===== src/design/assert_macros.svh =====
// Assertion macros shared by the lexer modules.
`ifndef ASSERT_MACROS_SVH
`define ASSERT_MACROS_SVH

// Check a property on every rising clock edge outside reset.
`define CTL_ASSERT(lbl, clk, rst, prop, msg) \
   lbl: assert property (@(posedge clk) disable iff (rst) (prop)) else $error(msg);

// Check a property on every rising clock edge, reset included.
`define CTL_ASSERT_ALWAYS(lbl, clk, prop, msg) \
   lbl: assert property (@(posedge clk) (prop)) else $error(msg);

`endif


===== src/design/ctl_pkg.sv =====
// Shared types, codes and helpers of the C token lexer.
package ctl_pkg;

   localparam int QUEUE_DEPTH = 4;

   localparam logic [2:0] KIND_END   = 3'd0;
   localparam logic [2:0] KIND_NUM   = 3'd1;
   localparam logic [2:0] KIND_IDENT = 3'd2;
   localparam logic [2:0] KIND_STR   = 3'd3;
   localparam logic [2:0] KIND_CHR   = 3'd4;
   localparam logic [2:0] KIND_PUNCT = 3'd5;

   localparam logic [2:0] ERR_NONE       = 3'd0;
   localparam logic [2:0] ERR_STR_OPEN   = 3'd1;
   localparam logic [2:0] ERR_ESC_END    = 3'd2;
   localparam logic [2:0] ERR_ESC_BAD    = 3'd3;
   localparam logic [2:0] ERR_CHR_BAD    = 3'd4;
   localparam logic [2:0] ERR_CHR_OPEN   = 3'd5;
   localparam logic [2:0] ERR_UNEXPECTED = 3'd6;
   localparam logic [2:0] ERR_COMMENT    = 3'd7;

   localparam logic [8:0] PAIR_INC   = 9'd256;
   localparam logic [8:0] PAIR_DEC   = 9'd257;
   localparam logic [8:0] PAIR_ARROW = 9'd258;
   localparam logic [8:0] PAIR_EQ    = 9'd259;
   localparam logic [8:0] PAIR_AND   = 9'd260;
   localparam logic [8:0] PAIR_OR    = 9'd261;
   localparam logic [8:0] PAIR_SHL   = 9'd262;
   localparam logic [8:0] PAIR_SHR   = 9'd263;

   localparam logic [7:0] CH_DOT       = 8'h2e;
   localparam logic [7:0] CH_UNDER     = 8'h5f;
   localparam logic [7:0] CH_N         = 8'h6e;
   localparam logic [7:0] CH_QUOTE     = 8'h27;
   localparam logic [7:0] CH_BACKSLASH = 8'h5c;
   localparam logic [7:0] CH_DQUOTE    = 8'h22;
   localparam logic [7:0] CH_SLASH     = 8'h2f;
   localparam logic [7:0] CH_STAR      = 8'h2a;
   localparam logic [7:0] CH_NEWLINE   = 8'h0a;
   localparam logic [7:0] CH_MINUS     = 8'h2d;
   localparam logic [7:0] CH_GT        = 8'h3e;

   typedef enum logic [3:0] {
      LEX_IDLE,
      LEX_NUM,
      LEX_IDENT,
      LEX_STR,
      LEX_STR_ESC,
      LEX_CHR_OPEN,
      LEX_CHR_ESC,
      LEX_CHR_BYTE,
      LEX_SLASH,
      LEX_LINE,
      LEX_BLOCK,
      LEX_BLOCK_STAR,
      LEX_REP,
      LEX_ERR
   } lex_state_type;

   typedef struct packed {
      logic [2:0] kind;
      logic [8:0] value;
      logic       has_char;
      logic       token_first;
      logic       token_last;
      logic [2:0] error_code;
   } result_type;

   typedef struct packed {
      logic       two;
      result_type r0;
      result_type r1;
   } entry_type;

   typedef struct packed {
      logic          emit;
      result_type    res;
      lex_state_type nxt;
      logic          hold;
      logic [7:0]    held;
   } idle_out_type;

   function automatic result_type mk_result(logic [2:0] kind, logic [8:0] value,
                                            logic has_char, logic first, logic last,
                                            logic [2:0] err);
      result_type r;
      r.kind        = kind;
      r.value       = value;
      r.has_char    = has_char;
      r.token_first = first;
      r.token_last  = last;
      r.error_code  = err;
      return r;
   endfunction

   function automatic result_type err_result(logic [2:0] err);
      return mk_result(KIND_END, 9'd0, 1'b0, 1'b0, 1'b0, err);
   endfunction

   function automatic logic is_digit(logic [7:0] c);
      return (c >= 8'h30) && (c <= 8'h39);
   endfunction

   function automatic logic is_alpha(logic [7:0] c);
      return ((c >= 8'h61) && (c <= 8'h7a)) || ((c >= 8'h41) && (c <= 8'h5a));
   endfunction

   function automatic logic is_space(logic [7:0] c);
      return (c == 8'h20) || ((c >= 8'h09) && (c <= 8'h0d));
   endfunction

   function automatic logic [8:0] pair_code(logic [7:0] c);
      logic [8:0] code;
      case (c)
         8'h2b: code = PAIR_INC;
         8'h2d: code = PAIR_DEC;
         8'h3d: code = PAIR_EQ;
         8'h26: code = PAIR_AND;
         8'h7c: code = PAIR_OR;
         8'h3c: code = PAIR_SHL;
         default: code = PAIR_SHR;
      endcase
      return code;
   endfunction

endpackage


===== src/design/ctl_front.sv =====
// Lexer front: accepts source beats, runs the character state machine, pushes results.
`include "assert_macros.svh"

module ctl_front (
   input  logic               clock,
   input  logic               reset,
   input  logic               req_valid,
   output logic               req_ready,
   input  logic [7:0]         req_ch,
   input  logic               req_end_of_input,
   input  logic               q_full,
   output logic               q_push,
   output ctl_pkg::entry_type q_wdata
);
   import ctl_pkg::*;

   lex_state_type state_ff, state_in;
   logic [7:0]    held_ff, held_in;
   logic          accept;
   logic          pre_valid, use_idle;
   result_type    pre_res;
   idle_out_type  id;
   logic [7:0]    c;
   logic          eoi;

   function automatic idle_out_type idle_take(logic [7:0] ch, logic end_in);
      idle_out_type o;
      o.emit = 1'b0;
      o.res  = err_result(ERR_NONE);
      o.nxt  = LEX_IDLE;
      o.hold = 1'b0;
      o.held = ch;
      if (end_in) begin
         o.emit = 1'b1;
         o.res  = mk_result(KIND_END, 9'd0, 1'b0, 1'b1, 1'b1, ERR_NONE);
      end else if (is_space(ch)) begin
         o.emit = 1'b0;
      end else if (is_digit(ch)) begin
         o.emit = 1'b1;
         o.nxt  = LEX_NUM;
         o.res  = mk_result(KIND_NUM, {1'b0, ch}, 1'b1, 1'b1, 1'b0, ERR_NONE);
      end else if (is_alpha(ch) || ch == CH_UNDER) begin
         o.emit = 1'b1;
         o.nxt  = LEX_IDENT;
         o.res  = mk_result(KIND_IDENT, {1'b0, ch}, 1'b1, 1'b1, 1'b0, ERR_NONE);
      end else if (ch == CH_SLASH) begin
         o.nxt = LEX_SLASH;
      end else if (ch inside {8'h2a, 8'h28, 8'h29, 8'h2c, 8'h3b, 8'h2e, 8'h5b, 8'h5d,
                              8'h7b, 8'h7d, 8'h21, 8'h3f, 8'h3a}) begin
         o.emit = 1'b1;
         o.res  = mk_result(KIND_PUNCT, {1'b0, ch}, 1'b1, 1'b1, 1'b1, ERR_NONE);
      end else if (ch inside {8'h2d, 8'h3d, 8'h2b, 8'h26, 8'h7c, 8'h3c, 8'h3e}) begin
         o.nxt  = LEX_REP;
         o.hold = 1'b1;
      end else if (ch == CH_DQUOTE) begin
         o.emit = 1'b1;
         o.nxt  = LEX_STR;
         o.res  = mk_result(KIND_STR, 9'd0, 1'b0, 1'b1, 1'b0, ERR_NONE);
      end else if (ch == CH_QUOTE) begin
         o.nxt = LEX_CHR_OPEN;
      end else begin
         o.emit = 1'b1;
         o.nxt  = LEX_ERR;
         o.hold = 1'b1;
         o.held = {5'd0, ERR_UNEXPECTED};
         o.res  = err_result(ERR_UNEXPECTED);
      end
      return o;
   endfunction

   assign c         = req_ch;
   assign eoi       = req_end_of_input;
   assign req_ready = !q_full;
   assign accept    = req_valid && req_ready;

   always_comb begin
      state_in  = state_ff;
      held_in   = held_ff;
      pre_valid = 1'b0;
      pre_res   = err_result(ERR_NONE);
      use_idle  = 1'b0;
      id        = idle_take(c, eoi);
      case (state_ff)
         LEX_ERR: begin
            pre_valid = 1'b1;
            pre_res   = err_result(held_ff[2:0]);
         end
         LEX_NUM, LEX_IDENT: begin
            pre_valid = 1'b1;
            if (!eoi && (is_digit(c) || is_alpha(c) ||
                         (state_ff == LEX_NUM ? c == CH_DOT : c == CH_UNDER))) begin
               pre_res = mk_result(state_ff == LEX_NUM ? KIND_NUM : KIND_IDENT,
                                   {1'b0, c}, 1'b1, 1'b0, 1'b0, ERR_NONE);
            end else begin
               pre_res  = mk_result(state_ff == LEX_NUM ? KIND_NUM : KIND_IDENT,
                                    9'd0, 1'b0, 1'b0, 1'b1, ERR_NONE);
               use_idle = 1'b1;
            end
         end
         LEX_STR: begin
            if (eoi) begin
               pre_valid = 1'b1;
               pre_res   = err_result(ERR_STR_OPEN);
               state_in  = LEX_ERR;
               held_in   = {5'd0, ERR_STR_OPEN};
            end else if (c == CH_DQUOTE) begin
               pre_valid = 1'b1;
               pre_res   = mk_result(KIND_STR, 9'd0, 1'b0, 1'b0, 1'b1, ERR_NONE);
               state_in  = LEX_IDLE;
            end else if (c == CH_BACKSLASH) begin
               state_in = LEX_STR_ESC;
            end else begin
               pre_valid = 1'b1;
               pre_res   = mk_result(KIND_STR, {1'b0, c}, 1'b1, 1'b0, 1'b0, ERR_NONE);
            end
         end
         LEX_STR_ESC: begin
            pre_valid = 1'b1;
            if (eoi) begin
               pre_res  = err_result(ERR_ESC_END);
               state_in = LEX_ERR;
               held_in  = {5'd0, ERR_ESC_END};
            end else if (c == CH_DQUOTE) begin
               pre_res  = mk_result(KIND_STR, {1'b0, c}, 1'b1, 1'b0, 1'b0, ERR_NONE);
               state_in = LEX_STR;
            end else if (c == CH_N) begin
               pre_res  = mk_result(KIND_STR, {1'b0, CH_NEWLINE}, 1'b1, 1'b0, 1'b0,
                                    ERR_NONE);
               state_in = LEX_STR;
            end else begin
               pre_res  = err_result(ERR_ESC_BAD);
               state_in = LEX_ERR;
               held_in  = {5'd0, ERR_ESC_BAD};
            end
         end
         LEX_CHR_OPEN, LEX_CHR_ESC: begin
            if (eoi) begin
               pre_valid = 1'b1;
               pre_res   = err_result(ERR_CHR_OPEN);
               state_in  = LEX_ERR;
               held_in   = {5'd0, ERR_CHR_OPEN};
            end else if (state_ff == LEX_CHR_OPEN && c == CH_BACKSLASH) begin
               state_in = LEX_CHR_ESC;
            end else begin
               held_in  = c;
               state_in = LEX_CHR_BYTE;
            end
         end
         LEX_CHR_BYTE: begin
            pre_valid = 1'b1;
            if (eoi) begin
               pre_res  = err_result(ERR_CHR_OPEN);
               state_in = LEX_ERR;
               held_in  = {5'd0, ERR_CHR_OPEN};
            end else if (c == CH_QUOTE) begin
               pre_res  = mk_result(KIND_CHR, {1'b0, held_ff}, 1'b1, 1'b1, 1'b1, ERR_NONE);
               state_in = LEX_IDLE;
            end else begin
               pre_res  = err_result(ERR_CHR_BAD);
               state_in = LEX_ERR;
               held_in  = {5'd0, ERR_CHR_BAD};
            end
         end
         LEX_SLASH: begin
            if (!eoi && c == CH_SLASH) begin
               state_in = LEX_LINE;
            end else if (!eoi && c == CH_STAR) begin
               state_in = LEX_BLOCK;
            end else begin
               pre_valid = 1'b1;
               pre_res   = mk_result(KIND_PUNCT, {1'b0, CH_SLASH}, 1'b1, 1'b1, 1'b1,
                                     ERR_NONE);
               use_idle  = 1'b1;
            end
         end
         LEX_LINE: begin
            if (eoi) begin
               use_idle = 1'b1;
            end else if (c == CH_NEWLINE) begin
               state_in = LEX_IDLE;
            end
         end
         LEX_BLOCK, LEX_BLOCK_STAR: begin
            if (eoi) begin
               pre_valid = 1'b1;
               pre_res   = err_result(ERR_COMMENT);
               state_in  = LEX_ERR;
               held_in   = {5'd0, ERR_COMMENT};
            end else if (c == CH_STAR) begin
               state_in = LEX_BLOCK_STAR;
            end else if (state_ff == LEX_BLOCK_STAR && c == CH_SLASH) begin
               state_in = LEX_IDLE;
            end else begin
               state_in = LEX_BLOCK;
            end
         end
         LEX_REP: begin
            pre_valid = 1'b1;
            if (!eoi && c == held_ff) begin
               pre_res  = mk_result(KIND_PUNCT, pair_code(held_ff), 1'b1, 1'b1, 1'b1,
                                    ERR_NONE);
               state_in = LEX_IDLE;
            end else if (!eoi && held_ff == CH_MINUS && c == CH_GT) begin
               pre_res  = mk_result(KIND_PUNCT, PAIR_ARROW, 1'b1, 1'b1, 1'b1, ERR_NONE);
               state_in = LEX_IDLE;
            end else begin
               pre_res  = mk_result(KIND_PUNCT, {1'b0, held_ff}, 1'b1, 1'b1, 1'b1,
                                    ERR_NONE);
               use_idle = 1'b1;
            end
         end
         default: begin
            use_idle = 1'b1;
         end
      endcase
      if (use_idle) begin
         state_in = id.nxt;
         if (id.hold) begin
            held_in = id.held;
         end
      end
      q_wdata.two = pre_valid && use_idle && id.emit;
      q_wdata.r0  = pre_valid ? pre_res : id.res;
      q_wdata.r1  = id.res;
      q_push      = accept && (pre_valid || (use_idle && id.emit));
   end

   always_ff @(posedge clock) begin
      if (reset) begin
         state_ff <= LEX_IDLE;
         held_ff  <= 8'd0;
      end else if (accept) begin
         state_ff <= state_in;
         held_ff  <= held_in;
      end
   end

   `CTL_ASSERT(a_err_sticky, clock, reset, state_ff == LEX_ERR |=> state_ff == LEX_ERR, "error state left before reset")

endmodule


===== src/design/ctl_queue.sv =====
// Result queue between lexer front and back, with a registered head entry.
`include "assert_macros.svh"

module ctl_queue #(
   parameter int DEPTH = ctl_pkg::QUEUE_DEPTH
) (
   input  logic               clock,
   input  logic               reset,
   input  logic               push,
   input  ctl_pkg::entry_type wdata,
   output logic               full,
   output logic               head_valid,
   output ctl_pkg::entry_type head,
   input  logic               pop
);
   import ctl_pkg::*;

   localparam int PW = (DEPTH > 1) ? $clog2(DEPTH) : 1;
   localparam int CW = $clog2(DEPTH + 1);

   entry_type       mem [DEPTH];
   logic [PW-1:0]   rd_ff, wr_ff;
   logic [CW-1:0]   count_ff;
   logic            head_valid_ff;
   entry_type       head_ff;
   logic            load, from_mem, bypass, to_mem;

   assign full       = count_ff == CW'(DEPTH);
   assign head_valid = head_valid_ff;
   assign head       = head_ff;
   assign load       = !head_valid_ff || pop;
   assign from_mem   = load && (count_ff != '0);
   assign bypass     = load && (count_ff == '0) && push;
   assign to_mem     = push && !bypass;

   always_ff @(posedge clock) begin
      if (to_mem) begin
         mem[wr_ff] <= wdata;
      end
      if (from_mem) begin
         head_ff <= mem[rd_ff];
      end else if (bypass) begin
         head_ff <= wdata;
      end
   end

   always_ff @(posedge clock) begin
      if (reset) begin
         rd_ff         <= '0;
         wr_ff         <= '0;
         count_ff      <= '0;
         head_valid_ff <= 1'b0;
      end else begin
         if (to_mem) begin
            wr_ff <= (wr_ff == PW'(DEPTH - 1)) ? '0 : wr_ff + 1'b1;
         end
         if (from_mem) begin
            rd_ff <= (rd_ff == PW'(DEPTH - 1)) ? '0 : rd_ff + 1'b1;
         end
         if (to_mem && !from_mem) begin
            count_ff <= count_ff + 1'b1;
         end else if (from_mem && !to_mem) begin
            count_ff <= count_ff - 1'b1;
         end
         if (load) begin
            head_valid_ff <= from_mem || bypass;
         end
      end
   end

   `CTL_ASSERT(a_count_range, clock, reset, count_ff <= CW'(DEPTH), "queue count overflow")
   `CTL_ASSERT(a_empty_ptrs, clock, reset, count_ff == '0 |-> rd_ff == wr_ff, "empty queue with skewed pointers")

endmodule


===== src/design/ctl_back.sv =====
// Lexer back: drains queued entries one result per beat and marks the run end.
`include "assert_macros.svh"

module ctl_back (
   input  logic               clock,
   input  logic               reset,
   input  logic               head_valid,
   input  ctl_pkg::entry_type head,
   output logic               pop,
   output logic               rsp_valid,
   input  logic               rsp_ready,
   output logic [2:0]         rsp_kind,
   output logic [8:0]         rsp_value,
   output logic               rsp_has_char,
   output logic               rsp_token_first,
   output logic               rsp_token_last,
   output logic [2:0]         rsp_error_code,
   output logic               rsp_run_end
);
   import ctl_pkg::*;

   logic       slot_ff;
   result_type cur;
   logic       last_beat;

   assign cur             = slot_ff ? head.r1 : head.r0;
   assign last_beat       = slot_ff || !head.two;
   assign rsp_valid       = head_valid;
   assign rsp_kind        = cur.kind;
   assign rsp_value       = cur.value;
   assign rsp_has_char    = cur.has_char;
   assign rsp_token_first = cur.token_first;
   assign rsp_token_last  = cur.token_last;
   assign rsp_error_code  = cur.error_code;
   assign rsp_run_end     = last_beat;
   assign pop             = head_valid && rsp_ready && last_beat;

   always_ff @(posedge clock) begin
      if (reset) begin
         slot_ff <= 1'b0;
      end else if (head_valid && rsp_ready) begin
         slot_ff <= !last_beat;
      end
   end

   `CTL_ASSERT(a_second_slot, clock, reset, slot_ff |-> head_valid && head.two, "second result selected without a pair")

endmodule


===== src/design/c_token_lexer.sv =====
// Top level of the streaming C token lexer.
// Takes one source byte (or end-of-input mark) per req_ beat and emits tokens as rsp_ beats.
// An input beat is accepted every cycle while the result queue has room; a byte that causes
// two results (a token close followed by the start of the next) gives two rsp_ beats, so
// sustained rate is one byte per clock if each byte yields at most one result and rsp_ready
// is high. The front-stage character state machine sets the per-byte path; QUEUE_DEPTH
// entries plus one head register decouple it from rsp_ready. Errors stick until reset.
module c_token_lexer #(
   parameter int QUEUE_DEPTH = ctl_pkg::QUEUE_DEPTH
) (
   input  logic       clock,
   input  logic       reset,
   input  logic       req_valid,
   output logic       req_ready,
   input  logic [7:0] req_ch,
   input  logic       req_end_of_input,
   output logic       rsp_valid,
   input  logic       rsp_ready,
   output logic [2:0] rsp_kind,
   output logic [8:0] rsp_value,
   output logic       rsp_has_char,
   output logic       rsp_token_first,
   output logic       rsp_token_last,
   output logic [2:0] rsp_error_code,
   output logic       rsp_run_end
);
   import ctl_pkg::*;

   logic      q_push, q_full, head_valid, pop;
   entry_type q_wdata, head;

   ctl_front u_front (
      .clock            (clock),
      .reset            (reset),
      .req_valid        (req_valid),
      .req_ready        (req_ready),
      .req_ch           (req_ch),
      .req_end_of_input (req_end_of_input),
      .q_full           (q_full),
      .q_push           (q_push),
      .q_wdata          (q_wdata)
   );

   ctl_queue #(.DEPTH(QUEUE_DEPTH)) u_queue (
      .clock      (clock),
      .reset      (reset),
      .push       (q_push),
      .wdata      (q_wdata),
      .full       (q_full),
      .head_valid (head_valid),
      .head       (head),
      .pop        (pop)
   );

   ctl_back u_back (
      .clock           (clock),
      .reset           (reset),
      .head_valid      (head_valid),
      .head            (head),
      .pop             (pop),
      .rsp_valid       (rsp_valid),
      .rsp_ready       (rsp_ready),
      .rsp_kind        (rsp_kind),
      .rsp_value       (rsp_value),
      .rsp_has_char    (rsp_has_char),
      .rsp_token_first (rsp_token_first),
      .rsp_token_last  (rsp_token_last),
      .rsp_error_code  (rsp_error_code),
      .rsp_run_end     (rsp_run_end)
   );

endmodule

===== config.mk =====
export PLATFORM = sky130hd
export DESIGN_NAME = c_token_lexer
export DESIGN_NICKNAME = d
export VERILOG_FILES = /design/src/design/ctl_pkg.sv /design/src/design/ctl_front.sv /design/src/design/ctl_queue.sv /design/src/design/ctl_back.sv /design/src/design/c_token_lexer.sv
export VERILOG_INCLUDE_DIRS = /design/src /design/src/design
export SDC_FILE = /design/constraint.sdc
export NUM_CORES = 1
export LEC_CHECK = 0
export BUFFER_PORTS_ARGS = -buffer_cell sky130_fd_sc_hd__buf_2
export CAP_MARGIN = 10
export CORE_ASPECT_RATIO = 1.25
export CORE_MARGIN = 1
export CORE_UTILIZATION = 43
export DETAILED_ROUTE_END_ITERATION = 12
export PLACE_DENSITY_LB_ADDON = 0.25
export RECOVER_POWER = 25
export SLEW_MARGIN = 5
export SYNTH_ARGS = -nofsm -noshare
export SYNTH_HDL_FRONTEND = slang
export SYNTH_SLANG_ARGS = --single-unit
export TNS_END_PERCENT = 10

===== constraint.sdc =====
create_clock -name clock -period 5.2 [get_ports clock]
set_clock_uncertainty 0.2 [all_clocks]
set_input_delay 0.26 -clock clock [delete_from_list [all_inputs] [get_ports clock]]
set_output_delay 0.26 -clock clock [all_outputs]
set_load 0.02 [all_outputs]

==> flow_metrics.env <==
export IMPL_async_flop_share_pct=0
export IMPL_htree_levels=4
export IMPL_worstPathRequired_ns=5.37
export IMPL_synth_area_um2=9870
export IMPL_ys_seq_area_share_pct=56.4
export IMPL_area_delta_synth_final_pct=10.5
export IMPL_multi_input_area_um2=4000
export IMPL_power_switching_w=0.00220
export IMPL_cts_resized=0
export IMPL_nets=822
export IMPL_core_area_um2=22400
export IMPL_outcome="finished with violations"
export IMPL_synth_top_family_by_area="simple AND/OR/NAND/NOR gates"
export IMPL_yosysWarningCount=0
export IMPL_worstSetupPathType="in2reg"
export IMPL_synthAdderAreaFrac_pct=0.963
export IMPL_antenna_cells=0
export IMPL_cts_tree="yes"
export IMPL_yosys_area_share_simple_pct=13.8
export IMPL_clk_latency_ns=0.44
export IMPL_end_kind="flop"
export IMPL_powerDensity_nw_per_um2=560
export IMPL_p_comb_share_pct=37.7
export IMPL_fmax_mhz=233
export IMPL_num_rows=61
export IMPL_antenna_found_initial=0
export IMPL_hp_class="in2reg"
export IMPL_antenna_left=0
export IMPL_ys_flop_type="edfxtp_1"
export IMPL_rsz0062_at_grt="no"
export IMPL_die_area_um2=23600
export IMPL_start_kind="input port"
export IMPL_setup_viol=0
export IMPL_hold_viol_final=0
export IMPL_p_int_w=0.00391
export IMPL_ys_types=90
export IMPL_cts_sinks=193
export IMPL_firstDrtPassIters=6
export IMPL_maxSlewViolCount=36
export IMPL_via_count=6890
export IMPL_fin_crit_ns=4.29
export IMPL_slew_headroom_pct=-40.7
export IMPL_switching_share_pct=36.0
export IMPL_synth_edff_count=170
export IMPL_drt_initial_drc_count=768
export IMPL_ys_ff_latch=193
export IMPL_power_share_clock_pct=21.7
export IMPL_io_pins=34
export IMPL_grt_pass1_vias=7001
export IMPL_place_hpwl_um=18900
export IMPL_max_cap_violations=1
export IMPL_gp_congestion=0.963
export IMPL_clk_path_buf_depth=2
export IMPL_crit_fanout=26
export IMPL_grt_use_total_pct=24.6
export IMPL_route_detailed_drc=0
export IMPL_tightest_slew_ns=2.11
export IMPL_postCtsSetupBuffers=0
export IMPL_yosys_area_share_xor_xnor_pct=1.15
export IMPL_grt_pass1_wl_um=41800
export IMPL_fin_crit_sh_pct=82.5
export IMPL_violations="max-capacitance violations, max-slew violations"
export IMPL_grt_overflow=0
export IMPL_synth_mux_area_share_pct=12.2
export IMPL_final_core_util_pct=48.8
export IMPL_seq_power_share_pct=40.6
export IMPL_p_total_w=0.00611
export IMPL_routedWlPerCell_um=24.9
export IMPL_via_per_inst=6.28
export IMPL_avgSynthCellArea_um2=12.7
export IMPL_synthCells=776
export IMPL_clk_pin_slew_ns=0.07
export IMPL_worstPathArrival_ns=4.46
export IMPL_synth_compound_area_share_pct=12.1
export IMPL_start_util_pct=44.1
export IMPL_vdd_drop_max_mv=0.318
export IMPL_die_h_um=171
export IMPL_power_leakage_nw=3.71
export IMPL_drive_gt1_share_pct=20.1
export IMPL_tns_ns=0
export IMPL_portBuffers=33
export IMPL_fp_dieW_um=138
export IMPL_grt_max_degree=36
export IMPL_cts_buffers=17
export IMPL_n_fill_cell=1986
export IMPL_finalWirelength_um=27400
export IMPL_cts_root_buffer="clkbuf_16"
export IMPL_rrSetupSlack_ns=0.93
export IMPL_seqCellArea_um2=5570
## final cells by class
cell class | count | area share [%]
inverters | 26 | 0.894
well taps | 283 | 3.25
clock buffers | 18 | 3.93
flip-flops and latches | 193 | 51.0
repair buffers | 57 | 2.80
multi-input cells | 507 | 36.6
clock inverters | 14 | 1.48
## Yosys cell counts (5+ instances only)
library cell	instances	area share, %
a21oi_1	32	1.6
edfxtp_1	170	52
nand2_1	53	2.0
nor3_1	20	1.0
or2_2	5	0.32
a31oi_1	8	0.51
or3_1	5	0.32
nor2_1	43	1.6
inv_1	26	0.99
mux4_2	34	7.8
nor4_1	12	0.76
ha_1	6	0.76
nand3_1	16	0.81
nand3b_1	6	0.46
a21o_1	6	0.46
buf_2	10	0.51
nand2b_1	15	0.95
buf_1	7	0.27
o2111ai_1	6	0.53
mux2_2	35	4.0
o21ai_0	45	2.3
nand4_1	7	0.44
and3_1	11	0.70
or3b_2	5	0.44
and2_1	13	0.82
nor2b_1	7	0.44
xor2_1	10	0.89
a211oi_1	5	0.38
dfxtp_1	23	4.7
clkbuf_1	31	1.2
## critical path, cell delays in order
cell       delay [ns]
clkbuf_1         1.02
or3b_2           0.50
a2111oi_0        0.65
o311ai_0         0.19
buf_4            0.21
a211oi_1         0.27
or3_2            0.22
nor2_1           0.07
ha_1             0.23
inv_1            0.09
fa_1             0.19
xor2_1           0.09
or3_1            0.31
a21oi_1          0.14
## per-layer routing
layer	wire (µm)	track usage [%]	vias to the layer above
met5	0	0	-
met4	1210	13.1	0
met3	1390	4.16	72
met2	13500	40.2	294
met1	11300	31.1	3456
li1	-	-	3068
## flip-flops by register name (all words and copies together) (netlist names), named ones only
name,flops
u_queue.head,34
u_queue.head_valid,1
u_queue.rd_ff,2
u_queue.mem,136
u_back.slot_ff,1
u_front.state_ff,4
u_queue.wr_ff,2
u_queue.count_ff,3
u_front.held_ff,8
## final timing paths
check / end / cells past startpoint / from
setup / recovery: u_queue.count_ff[2] / 14 / req_ch[2]
hold / removal: u_queue.count_ff[0] / 2 / reset
setup reg to reg: u_queue.count_ff[2] / 12 / u_front.state_ff[0]
hold reg to reg: u_queue.rd_ff[1] / 2 / u_queue.rd_ff[1]
## logic make-up (layout without fill, tap and decap cells)
family / after synthesis / in the layout
AOI/OAI and AO/OA: 167 / 167
xor gates and xnor gates: 13 / 13
adders and majority gates: 7 / 7
buffers and inverters: 79 / 115
DFF: 193 / 193
muxes: 73 / 73
other: 1 / 4
and+or+nand+nor: 243 / 243
## power groups by stage
| stage | combinational, W | clock, W | sequential [W] |
|---|---|---|---|
| after detailed placement | 0.00232 | 0 | 0.00252 |
| final | 0.00230 | 0.00133 | 0.00248 |
| after global placement | 0.00228 | 0 | 0.00250 |
| after CTS | 0.00233 | 0.00134 | 0.00248 |
| after floorplan | 0.00172 | 0 | 0.00238 |
| after global routing | 0.00248 | 0.00140 | 0.00253 |
## cell usage in the layout (no fill, tap or decap), types with 5 or more instances in the layout
cell type  count
edfxtp_1     170
nand2_1       53
o21ai_0       45
nor2_1        42
mux4_2        34
mux2_2        34
a21oi_1       31
clkbuf_1      27
inv_1         26
dfxtp_1       22
nor3_1        20
buf_4         19
clkbuf_16     17
nand3_1       16
nand2b_1      15
nor4_1        12
buf_2         11
xor2_1        10
and3_1        10
a31oi_1        8
nor2b_1        7
nand4_1        7
and2_0         7
nand3b_1       6
and2_1         6
a21o_1         6
o2111ai_1      6
ha_1           6
or3b_2         5
or2_2          5
a211oi_1       5
or3_1          5
## through the flow
stage / cells / hold WS (ns) / setup slack (ns) / cell area [µm²]
6_report: 1098 / 0.121 / 0.911 / 10900
2_1_floorplan: 779 / 0.254 / 0.758 / 9880
4_1_cts: 1098 / 0.0836 / 0.962 / 11000
3_5_place_dp: 1065 / 0.283 / 0.994 / 10400
3_3_place_gp: 1065 / 0.266 / 1.07 / 10400
5_1_grt: 1098 / 0.106 / 0.641 / 10900
## timing repair
action                                 in CTS  in global routing
hold buffers                                1                  0
setup endpoints to repair                   0                  0
endpoints found under the hold margin       1                  0
(Power assumes the default switching activity.)
